**config.mk**
```make
export PLATFORM = sky130hd
export DESIGN_NAME = fshist_cell
export DESIGN_NICKNAME = d
export VERILOG_FILES = /design/src/rtl/core/assert_macros.svh /design/src/rtl/core/fshist_pkg.sv /design/src/rtl/core/fshist_cell.sv
export SDC_FILE = /design/constraint.sdc
export NUM_CORES = 1
export LEC_CHECK = 0
export BUFFER_PORTS_ARGS = -buffer_cell sky130_fd_sc_hd__buf_2
export CAP_MARGIN = 10
export CORE_UTILIZATION = 48
export DETAILED_ROUTE_END_ITERATION = 16
export PLACE_DENSITY = 0.75
export SYNTH_ARGS = -nofsm -noshare
export SYNTH_HDL_FRONTEND = slang
export SYNTH_SLANG_ARGS = --single-unit
```
**constraint.sdc**
```tcl
create_clock -name clk -period 3.5 [get_ports clk]
set_input_delay 0.175 -clock clk [delete_from_list [all_inputs] [get_ports clk]]
set_output_delay 0.175 -clock clk [all_outputs]
set_load 0.1 [all_outputs]
```
**src/rtl/core/assert_macros.svh**
```systemverilog
// Assertion helpers shared by the RTL of the histogram core.
// Each macro places one labeled concurrent assertion clocked on clk and
// quiet while rst_n is low.
`ifndef ASSERT_MACROS_SVH
`define ASSERT_MACROS_SVH

// Check a property on every rising edge outside reset.
`define ASSERT_ALWAYS(label, prop, msg) \
  label: assert property (@(posedge clk) disable iff (!rst_n) (prop)) \
    else $error(msg);

// Check that a condition implies a property on the same edge.
`define ASSERT_IMPLY(label, cond, prop, msg) \
  label: assert property (@(posedge clk) disable iff (!rst_n) (cond) |-> (prop)) \
    else $error(msg);

`endif

```
**src/rtl/core/fshist_pkg.sv**
```systemverilog
// ----------------------------------------------------------------------------
// fshist_pkg
// Shared constants and the transaction token carried along the cell chain
// of the first-seen character histogram.
// ----------------------------------------------------------------------------
package fshist_pkg;

  // Default sizes
  localparam int DEF_TABLE_DEPTH = 128;
  localparam int DEF_TALLY_BITS  = 16;

  // Field widths fixed by the interface
  localparam int ACT_W   = 2;
  localparam int CHAR_W  = 8;
  localparam int INDEX_W = 7;
  localparam int DCNT_W  = 8;
  localparam int ECNT_W  = 16;

  // Action codes
  localparam logic [ACT_W-1:0] ACT_COUNT = 2'd0;
  localparam logic [ACT_W-1:0] ACT_READ  = 2'd1;
  localparam logic [ACT_W-1:0] ACT_CLEAR = 2'd2;

  // Terminator byte, never counted
  localparam logic [CHAR_W-1:0] TERM_CHAR = 8'h00;

  // Transaction as it travels from cell to cell
  typedef struct packed {
    logic [ACT_W-1:0]   action;
    logic [CHAR_W-1:0]  char_value;
    logic [INDEX_W-1:0] entry_index;
    logic               present;  // matched an entry already stored
    logic               claimed;  // appended as a new entry
    logic [CHAR_W-1:0]  rchar;    // byte of the touched or read entry
  } token_t;

endpackage

```
**src/rtl/core/fshist_cell.sv**
```systemverilog
// ----------------------------------------------------------------------------
// fshist_cell
// One table entry of the histogram chain. Holds a byte, its tally and a
// used flag, processes the transaction passing by and hands it on through
// its output stage register.
// ----------------------------------------------------------------------------
module fshist_cell #(
  parameter int CELL_IDX   = 0,
  parameter int TALLY_BITS = 16,
  parameter int CNT_W      = 8
) (
  input  logic                    clk,
  input  logic                    rst_n,
  input  logic                    adv_i,
  input  logic                    vld_i,
  input  fshist_pkg::token_t      tok_i,
  input  logic [CNT_W-1:0]        used_i,
  input  logic [TALLY_BITS-1:0]   tally_i,
  output logic                    vld_o,
  output fshist_pkg::token_t      tok_o,
  output logic [CNT_W-1:0]        used_o,
  output logic [TALLY_BITS-1:0]   tally_o
);
  import fshist_pkg::*;

  // Entry state
  logic                  cell_used_r, cell_used_nxt;
  logic [CHAR_W-1:0]     byte_r, byte_nxt;
  logic [TALLY_BITS-1:0] tally_r, tally_nxt;

  // Output stage
  logic                  vld_r;
  token_t                tok_r, tok_nxt;
  logic [CNT_W-1:0]      used_r, used_nxt;
  logic [TALLY_BITS-1:0] rcnt_r, rcnt_nxt;

  logic                  is_count, hit, claim, rd, clr;
  logic [TALLY_BITS-1:0] tally_inc;

  // Decode what this transaction does to this entry
  always_comb begin
    is_count  = (tok_i.action == ACT_COUNT) && (tok_i.char_value != TERM_CHAR);
    hit       = cell_used_r && is_count && (byte_r == tok_i.char_value);
    claim     = !cell_used_r && is_count && !tok_i.present && !tok_i.claimed;
    rd        = (tok_i.action == ACT_READ) && cell_used_r &&
                (CELL_IDX == int'(tok_i.entry_index));
    clr       = (tok_i.action == ACT_CLEAR);
    tally_inc = (tally_r == {TALLY_BITS{1'b1}}) ? tally_r : tally_r + 1'b1;
  end

  // Next entry state
  always_comb begin
    cell_used_nxt = cell_used_r;
    byte_nxt      = byte_r;
    tally_nxt     = tally_r;
    priority if (clr) begin
      cell_used_nxt = 1'b0;
    end else if (claim) begin
      cell_used_nxt = 1'b1;
      byte_nxt      = tok_i.char_value;
      tally_nxt     = TALLY_BITS'(1);
    end else if (hit) begin
      tally_nxt     = tally_inc;
    end else begin
      cell_used_nxt = cell_used_r;
    end
  end

  // Next token for the neighbor
  always_comb begin
    tok_nxt         = tok_i;
    rcnt_nxt        = tally_i;
    tok_nxt.present = tok_i.present | hit;
    tok_nxt.claimed = tok_i.claimed | claim;
    priority if (hit) begin
      tok_nxt.rchar = tok_i.char_value;
      rcnt_nxt      = tally_inc;
    end else if (claim) begin
      tok_nxt.rchar = tok_i.char_value;
      rcnt_nxt      = TALLY_BITS'(1);
    end else if (rd) begin
      tok_nxt.rchar = byte_r;
      rcnt_nxt      = tally_r;
    end else begin
      tok_nxt.rchar = tok_i.rchar;
      rcnt_nxt      = tally_i;
    end
    used_nxt = used_i + CNT_W'(cell_used_nxt);
  end

  // Update the entry when a transaction passes
  always_ff @(posedge clk) begin
    if (!rst_n) begin
      cell_used_r <= 1'b0;
    end else if (adv_i && vld_i) begin
      cell_used_r <= cell_used_nxt;
    end
  end

  always_ff @(posedge clk) begin
    if (adv_i && vld_i) begin
      byte_r  <= byte_nxt;
      tally_r <= tally_nxt;
    end
  end

  // Advance the stage register
  always_ff @(posedge clk) begin
    if (!rst_n) begin
      vld_r <= 1'b0;
    end else if (adv_i) begin
      vld_r <= vld_i;
    end
  end

  always_ff @(posedge clk) begin
    if (adv_i) begin
      tok_r  <= tok_nxt;
      used_r <= used_nxt;
      rcnt_r <= rcnt_nxt;
    end
  end

  assign vld_o       = vld_r;
  assign tok_o       = tok_r;
  assign used_o      = used_r;
  assign tally_o     = rcnt_r;

endmodule

```
==> results.py, run 1 <==
metrics = {
    "clocking": {
        "clkTransAtPathRegs_ns": 0.08,
        "htree_levels": 3,
        "clock_latency_ns": 0.35,
        "cts_max_path_buffers": 2,
        "clock_sinks": 77,
        "cts.repair.resized": 0,
        "cts_tree": "yes",
        "cts_root_buffer": "clkbuf_8",
        "numCtsBuffers": 9,
    },
    "final_layout": {
        "fin_util": 0.621,
        "postLayoutCellArea_sq_um": 4550,
        "drive_gt1_frac": 0.370,
        "fin_nets": 456,
        "syn2layout_area_growth_pct": 23.8,
        "num_antenna_cells": 0,
    },
    "critical_path": {
        "endpoint_kind": "register",
        "arrival_ns": 2.78,
        "critPathKind": "register to register",
        "slowest_delay_ns": 0.58,
        "crit_required_ns": 3.59,
        "cp_common_cell": "buf_4",
        "slowest_stage": "or4_1",
        "path_cells": "or4_1, a211oi_2, buf_4, or2_1, buf_4, mux2_2",
        "startpoint_type": "register",
        "r2r_setup_slack_ns": 0.81,
        "worstPathMaxFanout": 21,
    },
    "synthesis": {
        "synth_top_family_by_area": "simple AND/OR/NAND/NOR gates",
        "synth-simple-area-share": 0.158,
        "synthTopCellsByArea": "edfxtp_1, nand2_1, xnor2_1",
        "synth-compound-area-share": 0.0946,
        "synth_area_sq_um": 3680,
        "yosys_warnings": 0,
        "synthMuxAreaShare": 0.0551,
        "synth.distinct_cells": 46,
        "seq_area_frac_synth": 0.623,
        "synthCells": 282,
        "syn_nets": 340,
        "synth_flop_cell": "edfxtp_1",
        "ys_async_sr_fraction": 0,
        "synth-edff-count": 75,
        "syn_area_per_cell_sq_um": 13.0,
        "yosys.area.top_type": "edfxtp_1",
        "yosysTopAreaCellShare": 0.612,
        "synth_fa_ha_area_frac": 0.0102,
        "synth_xor_area_frac": 0.0357,
        "ys_ff_latch": 77,
    },
    "timing": {
        "drv_slew": 0,
        "final.setup.tns_ns": 0,
        "rsz0062_at_grt": "no",
        "period_minus_slack_ns": 2.69,
        "period_share": 0.768,
        "finalSetupViolations": 0,
        "fin_worst_skew_ns": 0.0140,
        "max_freq_mhz": 372,
        "worst_hold_slack_ns": 0.0264,
        "max_slew_margin": 0.502,
        "worst_slew_pin_slew_ns": 0.742,
        "hold_viol": 0,
    },
    "routing": {
        "wl_per_cell_um": 16.0,
        "wl_mm": 8.05,
        "dr.first_iter.drc_count": 157,
        "drt_pass1_iterations": 4,
        "avgViaCountPerCell": 5.47,
        "drc": 0,
        "vias": 2746,
        "ant_nets": 0,
    },
    "power": {
        "power-per-cell-area_nw_per_um2": 510,
        "leakage_nw": 1.83,
        "finalPower_w": 0.00232,
        "ir_drop_mv": 0.232,
    },
    "floorplan": {
        "start_util": 0.502,
        "fp.dieArea_sq_um": 8020,
        "die_height_um": 89.5,
        "die_x_um": 89.5,
        "core_area_sq_um": 7330,
        "io_pins": 107,
        "num_rows": 31,
    },
    "global_routing": {
        "grt_pass1_vias": 2572,
        "antenna_found_initial": 0,
        "grt-ovfl-total": 0,
        "grt_max_degree": 36,
        "track_usage": 0.209,
        "grt_first_pass_wirelength_mm": 12.0,
    },
    "placement": {
        "place_hpwl_mm": 5.72,
        "gp_congestion": 0.847,
        "place_area_sq_um": 4310,
        "portBuffers": 106,
    },
    "run": {
        "maxCapViolations": 0,
    },
    "run_status": {
        "status": "completed",
    },
    "worst_hold_path": {
        "hold_path_class": "primary input to register",
    },
}
## power breakdown
part / internal (W) / switching [W]
combinational: 0.0000862 / 0.000431
clock: 0.000402 / 0.000323
sequential: 0.00107 / 0.0000126
total: 0.00155 / 0.000767
## per-layer routing
| layer | track usage | part of all wire | vias to the layer above |
|---|---|---|---|
| met1 | 0.248 | 0.42 | 1285 |
| met2 | 0.351 | 0.49 | 120 |
| li1 | - | - | 1333 |
| met5 | 0 | 0 | - |
| met4 | 0.102 | 0.0099 | 0 |
| met3 | 0.0572 | 0.081 | 8 |
## path summary, 6_finish.rpt
check | start | to | depth (start not counted)
worst min register to register | vld_o | vld_o | 2
worst max register to register | cell_used_r | tok_o[2] | 6
worst min-delay path | tok_i[14] | tok_o[14] | 1
worst max-delay path | cell_used_r | tok_o[2] | 6
## cell type report
| type | instances | area (sq um) |
|---|---|---|
| timing repair buffer | 115 | 606 |
| sequential | 77 | 2290 |
| fill | 564 | 2780 |
| clock buffer | 10 | 128 |
| clock inverter | 6 | 88.8 |
| tap | 99 | 124 |
| multi-input combinational | 191 | 1300 |
| inverter | 4 | 15.0 |
## worst max-delay path: cells and delay by family (launching register included)
kind / cells / cell delay (ns)
muxes: 1 / 0.34
DFF: 1 / 0.36
and+or+nand+nor: 2 / 1.00
buffers and inverters: 2 / 0.53
AOI/OAI and AO/OA: 1 / 0.21
## kinds of logic (layout without fill, tap and decap cells)
group | Yosys count | in the layout
buffers and inverters | 14 | 135
and+or+nand+nor | 105 | 105
DFF | 77 | 77
AOI/OAI and AO/OA | 50 | 50
adders and majority gates | 3 | 3
muxes | 18 | 18
xor gates and xnor gates | 15 | 15
## Yosys cell counts, types with 2 or more instances
library cell   n
xnor2_1       13
buf_6          2
xor2_1         2
nand2b_1       4
nor2_1        14
o22ai_1        7
nand3_1        9
nor4_1         2
nand2_1       34
a221o_1        5
mux2_2         6
ha_1           3
nand4_1        8
dfxtp_1        2
inv_1          4
edfxtp_1      75
o21ai_0        4
or3_1          5
and3_1         5
nor3_1         4
clkbuf_1       2
o31ai_1        4
mux2_4         3
a221o_2        3
nor4_4         2
o21a_1         2
and4_1         4
or2_2          3
mux2i_1        9
buf_2          5
or4_1          5
a21oi_1       18
## placed cells by master (no fill, tap or decap), drive strengths merged, types with 5 or more instances in the layout
cell type  instances
or3                5
edfxtp            75
a221o              8
mux2i              9
nand2             34
nor3               5
nand3              9
or4                6
nor2              14
a21oi             18
o22ai              7
and3               5
clkbuf            10
xnor2             13
nand4              8
buf              112
mux2               9
## sequential cells by signal (all words and copies together), names as in the netlist
signal and cells:
byte_r 8, used_o 8, tally_o 16, cell_used_r 1
tok_o 27, tally_r 16, vld_o 1
## timing repair
action | 4_1_cts | 5_1_grt
hold endpoints to repair | 2 | 1
hold buffers | 2 | 1
buffers inserted | 0 | 0
## stage by stage
| step | setup slack [ns] | cells |
|---|---|---|
| 2_1_floorplan | 1.05 | 282 |
| 3_3_place_gp | 0.870 | 483 |
| 3_5_place_dp | 0.827 | 483 |
| 4_1_cts | 0.802 | 501 |
| 5_1_grt | 0.656 | 502 |
| 6_report | 0.811 | 502 |
Note: power is estimated with default switching activity, not from simulation.
==> run 2, diff against run 1 <==
- clock period: 3.5 -> 2.7 ns (I/O delays scaled with it)
==> results.py, run 2 (synthesized netlist as in run 1, its figures left out) <==
metrics = {
    "worst_hold_path": {
        "hold-path-cell-count": 1,
        "hold_path_class": "primary input to register",
        "worstHoldStart": "tok_i[18]",
    },
    "final_layout": {
        "multiInputGateArea_sq_um": 1300,
        "fin_nets": 465,
        "largest_reg_flops": 27,
        "fin_util": 0.633,
        "seq_area_sq_um": 2290,
        "syn2layout_area_growth_pct": 26.1,
        "num_antenna_cells": 0,
        "layout_commonest_cell": "buf_2",
        "drive_gt1_frac": 0.376,
        "most-common-layout-cells": "buf_2, edfxtp_1, nand2_1",
        "n_fill_cell": 570,
    },
    "critical_path": {
        "r2r_cells": 6,
        "crit_required_ns": 2.80,
        "slowest_stage": "edfxtp_1",
        "setup.worst_path.end": "tally_o[10]",
        "arrival_ns": 2.53,
        "timing.rr.end": "tally_o[10]",
        "slowest_delay_ns": 0.44,
        "crit_buf_inv": 0,
        "startpoint_type": "register",
        "cp_num_cells": 6,
        "worstPathMaxFanout": 7,
        "crit_family": "simple AND/OR/NAND/NOR gates",
        "critPathKind": "register to register",
        "r2r_setup_slack_ns": 0.27,
        "r2r_start": "tally_r[1]",
        "path_cells": "ha_1, nand4_1, or2_2, o31ai_1, a21oi_1, a221o_2",
        "endpoint_kind": "register",
        "crit_start": "tally_r[1]",
    },
    "power": {
        "finalPower_w": 0.00304,
        "leakage_nw": 1.88,
        "power-per-cell-area_nw_per_um2": 656,
        "ir_drop_mv": 0.338,
    },
    "placement": {
        "place_hpwl_mm": 5.76,
        "portBuffers": 106,
        "gp_congestion": 0.866,
    },
    "floorplan": {
        "die_x_um": 89.5,
        "fp.dieArea_sq_um": 8020,
        "start_util": 0.502,
        "die_height_um": 89.5,
        "io_pins": 107,
        "core_area_sq_um": 7330,
        "num_rows": 31,
    },
    "global_routing": {
        "antenna_found_initial": 0,
        "grt_pass1_vias": 2654,
        "track_usage": 0.216,
        "grt_max_degree": 39,
        "grt-ovfl-total": 0,
        "grt_first_pass_wirelength_mm": 12.6,
    },
    "timing": {
        "max_slew_margin": 0.587,
        "worst_hold_slack_ns": 0.0271,
        "drv_slew": 0,
        "final.setup.tns_ns": 0,
        "rsz0062_at_grt": "no",
        "period_minus_slack_ns": 2.43,
        "hold_viol": 0,
        "period_share": 0.899,
        "finalSetupViolations": 0,
        "max_freq_mhz": 412,
        "fin_worst_skew_ns": 0.0110,
        "worst_slew_pin_slew_ns": 0.617,
    },
    "routing": {
        "drt_pass1_iterations": 4,
        "ant_nets": 0,
        "dr.first_iter.drc_count": 137,
        "vias": 2803,
        "wl_mm": 8.24,
        "avgViaCountPerCell": 5.49,
        "wl_per_cell_um": 16.1,
        "drc": 0,
    },
    "clocking": {
        "cts_tree": "yes",
        "clock_sinks": 77,
        "numCtsBuffers": 9,
        "cts_root_buffer": "clkbuf_8",
        "htree_levels": 3,
        "cts_max_path_buffers": 2,
        "clock_latency_ns": 0.35,
        "clkTransAtPathRegs_ns": 0.09,
        "cts.repair.resized": 0,
    },
    "run_status": {
        "status": "completed",
    },
    "run": {
        "maxCapViolations": 0,
    },
}
run 2: changes by cell type in the layout (fill, tap and decap cells not counted), sizes merged:
cell         previous run  this run
buf                   112       117
dlygate4sd3             3         7
inv                     4         6
clkbuf                 10         9
clkinv                  2         1
run 2: worst min-delay path by stage:
| stage | endpoint | slack, ns |
|---|---|---|
| after global routing | tok_o[23] | 0.02 |
| after global placement | tok_o[12] | 0.33 |
| final | tok_o[18] | 0.03 |
| after CTS | tok_o[23] | 0.02 |
| after detailed placement | tok_o[13] | 0.33 |
| after floorplan | byte_r[0] | 0.23 |
run 2: layout make-up:
type | count | area share
multi-input combinational | 191 | 0.281
clock inverter | 7 | 0.0210
timing repair buffer | 124 | 0.147
clock buffer | 9 | 0.0267
tap | 99 | 0.0267
inverter | 4 | 0.00324
sequential | 77 | 0.494
run 2: through the flow:
step | area, sq um | setup WS (ns) | std cells
finish | 4640 | 0.272 | 511
global route | 4640 | 0.160 | 511
CTS | 4640 | 0.315 | 511
detailed placement | 4350 | 0.334 | 488
global placement | 4350 | 0.386 | 488
floorplan | 3680 | 0.253 | 282
run 2: per-layer routing:
| metal | vias to the layer above | part of all wire | track usage |
|---|---|---|---|
| met4 | 0 | 0.011 | 0.0664 |
| met1 | 1329 | 0.43 | 0.270 |
| li1 | 1344 | - | - |
| met5 | - | 0 | 0 |
| met2 | 121 | 0.50 | 0.375 |
| met3 | 9 | 0.065 | 0.0462 |
run 2: power by group:
group          switching (W)  internal, W
registers          0.0000172      0.00138
clock network       0.000441     0.000525
logic               0.000559     0.000117
total                0.00102      0.00202
run 2: timing repair:
item	4_1_cts	5_1_grt
endpoints found under the hold margin	7	0
hold buffers	7	0
setup buffers	0	0
==> run 3, diff against run 2 <==
- CELL_PAD_IN_SITES_DETAIL_PLACEMENT: not set -> 0
- CELL_PAD_IN_SITES_GLOBAL_PLACEMENT: not set -> 1
- CORE_UTILIZATION: 48 -> 41
- PLACE_DENSITY: 0.75 -> not set
- PLACE_DENSITY_LB_ADDON: not set -> 0.1
==> results.py, run 3 (synthesized netlist as in run 1, its figures left out) <==
metrics = {
    "routing": {
        "wl_per_cell_um": 16.3,
        "ant_nets": 0,
        "drc": 0,
        "wl_mm": 8.45,
        "dr.first_iter.drc_count": 80,
        "avgViaCountPerCell": 5.27,
        "drt_pass1_iterations": 6,
        "vias": 2737,
    },
    "timing": {
        "final.setup.tns_ns": 0,
        "max_slew_margin": 0.595,
        "worst_slew_pin_slew_ns": 0.608,
        "drv_slew": 0,
        "period_share": 0.897,
        "rsz0062_at_grt": "no",
        "period_minus_slack_ns": 2.42,
        "finalSetupViolations": 0,
        "fin_worst_skew_ns": 0.0107,
        "max_freq_mhz": 413,
        "hold_viol": 0,
    },
    "global_routing": {
        "grt-busiest-layer": "met2",
        "grt-ovfl-total": 0,
        "grt_first_pass_wirelength_mm": 13.8,
        "track_usage": 0.190,
        "antenna_found_initial": 0,
        "grt_max_degree": 46,
        "grt_pass1_vias": 2745,
        "grt_util_met3": 0.0332,
        "use_met2": 0.304,
        "met1_usage": 0.253,
    },
    "clocking": {
        "postCtsHoldBufs": 7,
        "cts_max_path_buffers": 2,
        "cts_tree": "yes",
        "clkTransAtPathRegs_ns": 0.08,
        "clock_latency_ns": 0.35,
        "clock_sinks": 77,
        "cts.repair.resized": 0,
        "numCtsBuffers": 9,
        "cts_root_buffer": "clkbuf_8",
        "post_cts_buffers": 0,
        "htree_levels": 3,
    },
    "critical_path": {
        "crit_required_ns": 2.80,
        "endpoint_kind": "register",
        "critPathKind": "register to register",
        "worstPathMaxFanout": 7,
        "startpoint_type": "register",
        "arrival_ns": 2.52,
    },
    "floorplan": {
        "die_x_um": 96.7,
        "num_rows": 34,
        "start_util": 0.422,
        "core_area_sq_um": 8720,
        "io_pins": 107,
        "die_height_um": 96.7,
        "fp.dieArea_sq_um": 9350,
    },
    "worst_hold_path": {
        "hold_path_class": "primary input to register",
    },
    "final_layout": {
        "drive_gt1_frac": 0.370,
        "most-common-layout-cells": "buf_2, edfxtp_1, nand2_1",
        "fin_nets": 465,
        "num_antenna_cells": 0,
        "largest_reg_flops": 27,
        "layout_commonest_cell": "buf_2",
        "syn2layout_area_growth_pct": 26.6,
    },
    "power": {
        "finalPower_w": 0.00310,
        "leakage_nw": 1.88,
        "power-per-cell-area_nw_per_um2": 666,
        "ir_drop_mv": 0.278,
    },
    "placement": {
        "gp_congestion": 0.778,
        "place_hpwl_mm": 5.77,
        "portBuffers": 106,
    },
    "run_status": {
        "status": "completed",
    },
    "run": {
        "maxCapViolations": 0,
    },
}
==> run 3: changes by cell type in the layout (fill, tap and decap cells not counted) <==
cell        delta
bufinv_16      +1
inv_6          -2
clkinv_2       -1
clkbuf_1       +2
clkinvlp_4     -1
==> run 3: path summary, 6_finish.rpt <==
kind                                 start     endpoint  slack [ns]  cells after the start
worst max-delay path            tally_r[0]  tally_o[10]        0.28                      6
worst min-delay path             tok_i[21]    tok_o[21]        0.04                      1
worst min register to register       vld_o        vld_o        0.49                      2
worst max register to register  tally_r[0]  tally_o[10]        0.28                      6
==> run 3: worst max-delay path: stages, from the launching register on <==
cell and delay, ns:
edfxtp_1 0.45, ha_1 0.24, nand4_1 0.31, or2_2 0.44
o31ai_1 0.30, a21oi_1 0.12, a221o_2 0.32
==> run 3: power breakdown <==
group,total [W],switching [W],internal [W]
sequential,0.00140,0.0000168,0.00138
clock,0.00103,0.000417,0.000610
combinational,0.000673,0.000557,0.000117
total,0.00310,0.000990,0.00211
==> run 3: metal layers <==
layer	vias up	routed length, um
met2	75	4120
met4	0	159
met1	1306	3850
met3	14	320
li1	1342	-
met5	-	0
==> run 3: final cells by class <==
type / count / area [sq um]
Inverter: 4 / 15.0
Sequential cell: 77 / 2290
Fill cell: 779 / 4070
Clock buffer: 11 / 131
Tap cell: 108 / 135
Multi-Input combinational cell: 191 / 1300
Clock inverter: 4 / 97.6
Timing Repair Buffer: 124 / 683
==> run 3: stage by stage <==
step	instance area [sq um]	hold WS (ns)	instances	util	setup slack, ns
after global routing	4660	0.0229	519	0.534	0.0905
after CTS	4660	0.0177	519	0.534	0.271
after floorplan	3680	0.234	282	-	0.253
final	4660	0.0378	519	0.534	0.277
after global placement	4360	0.332	497	0.500	0.314
after detailed placement	4360	0.335	497	0.500	0.299
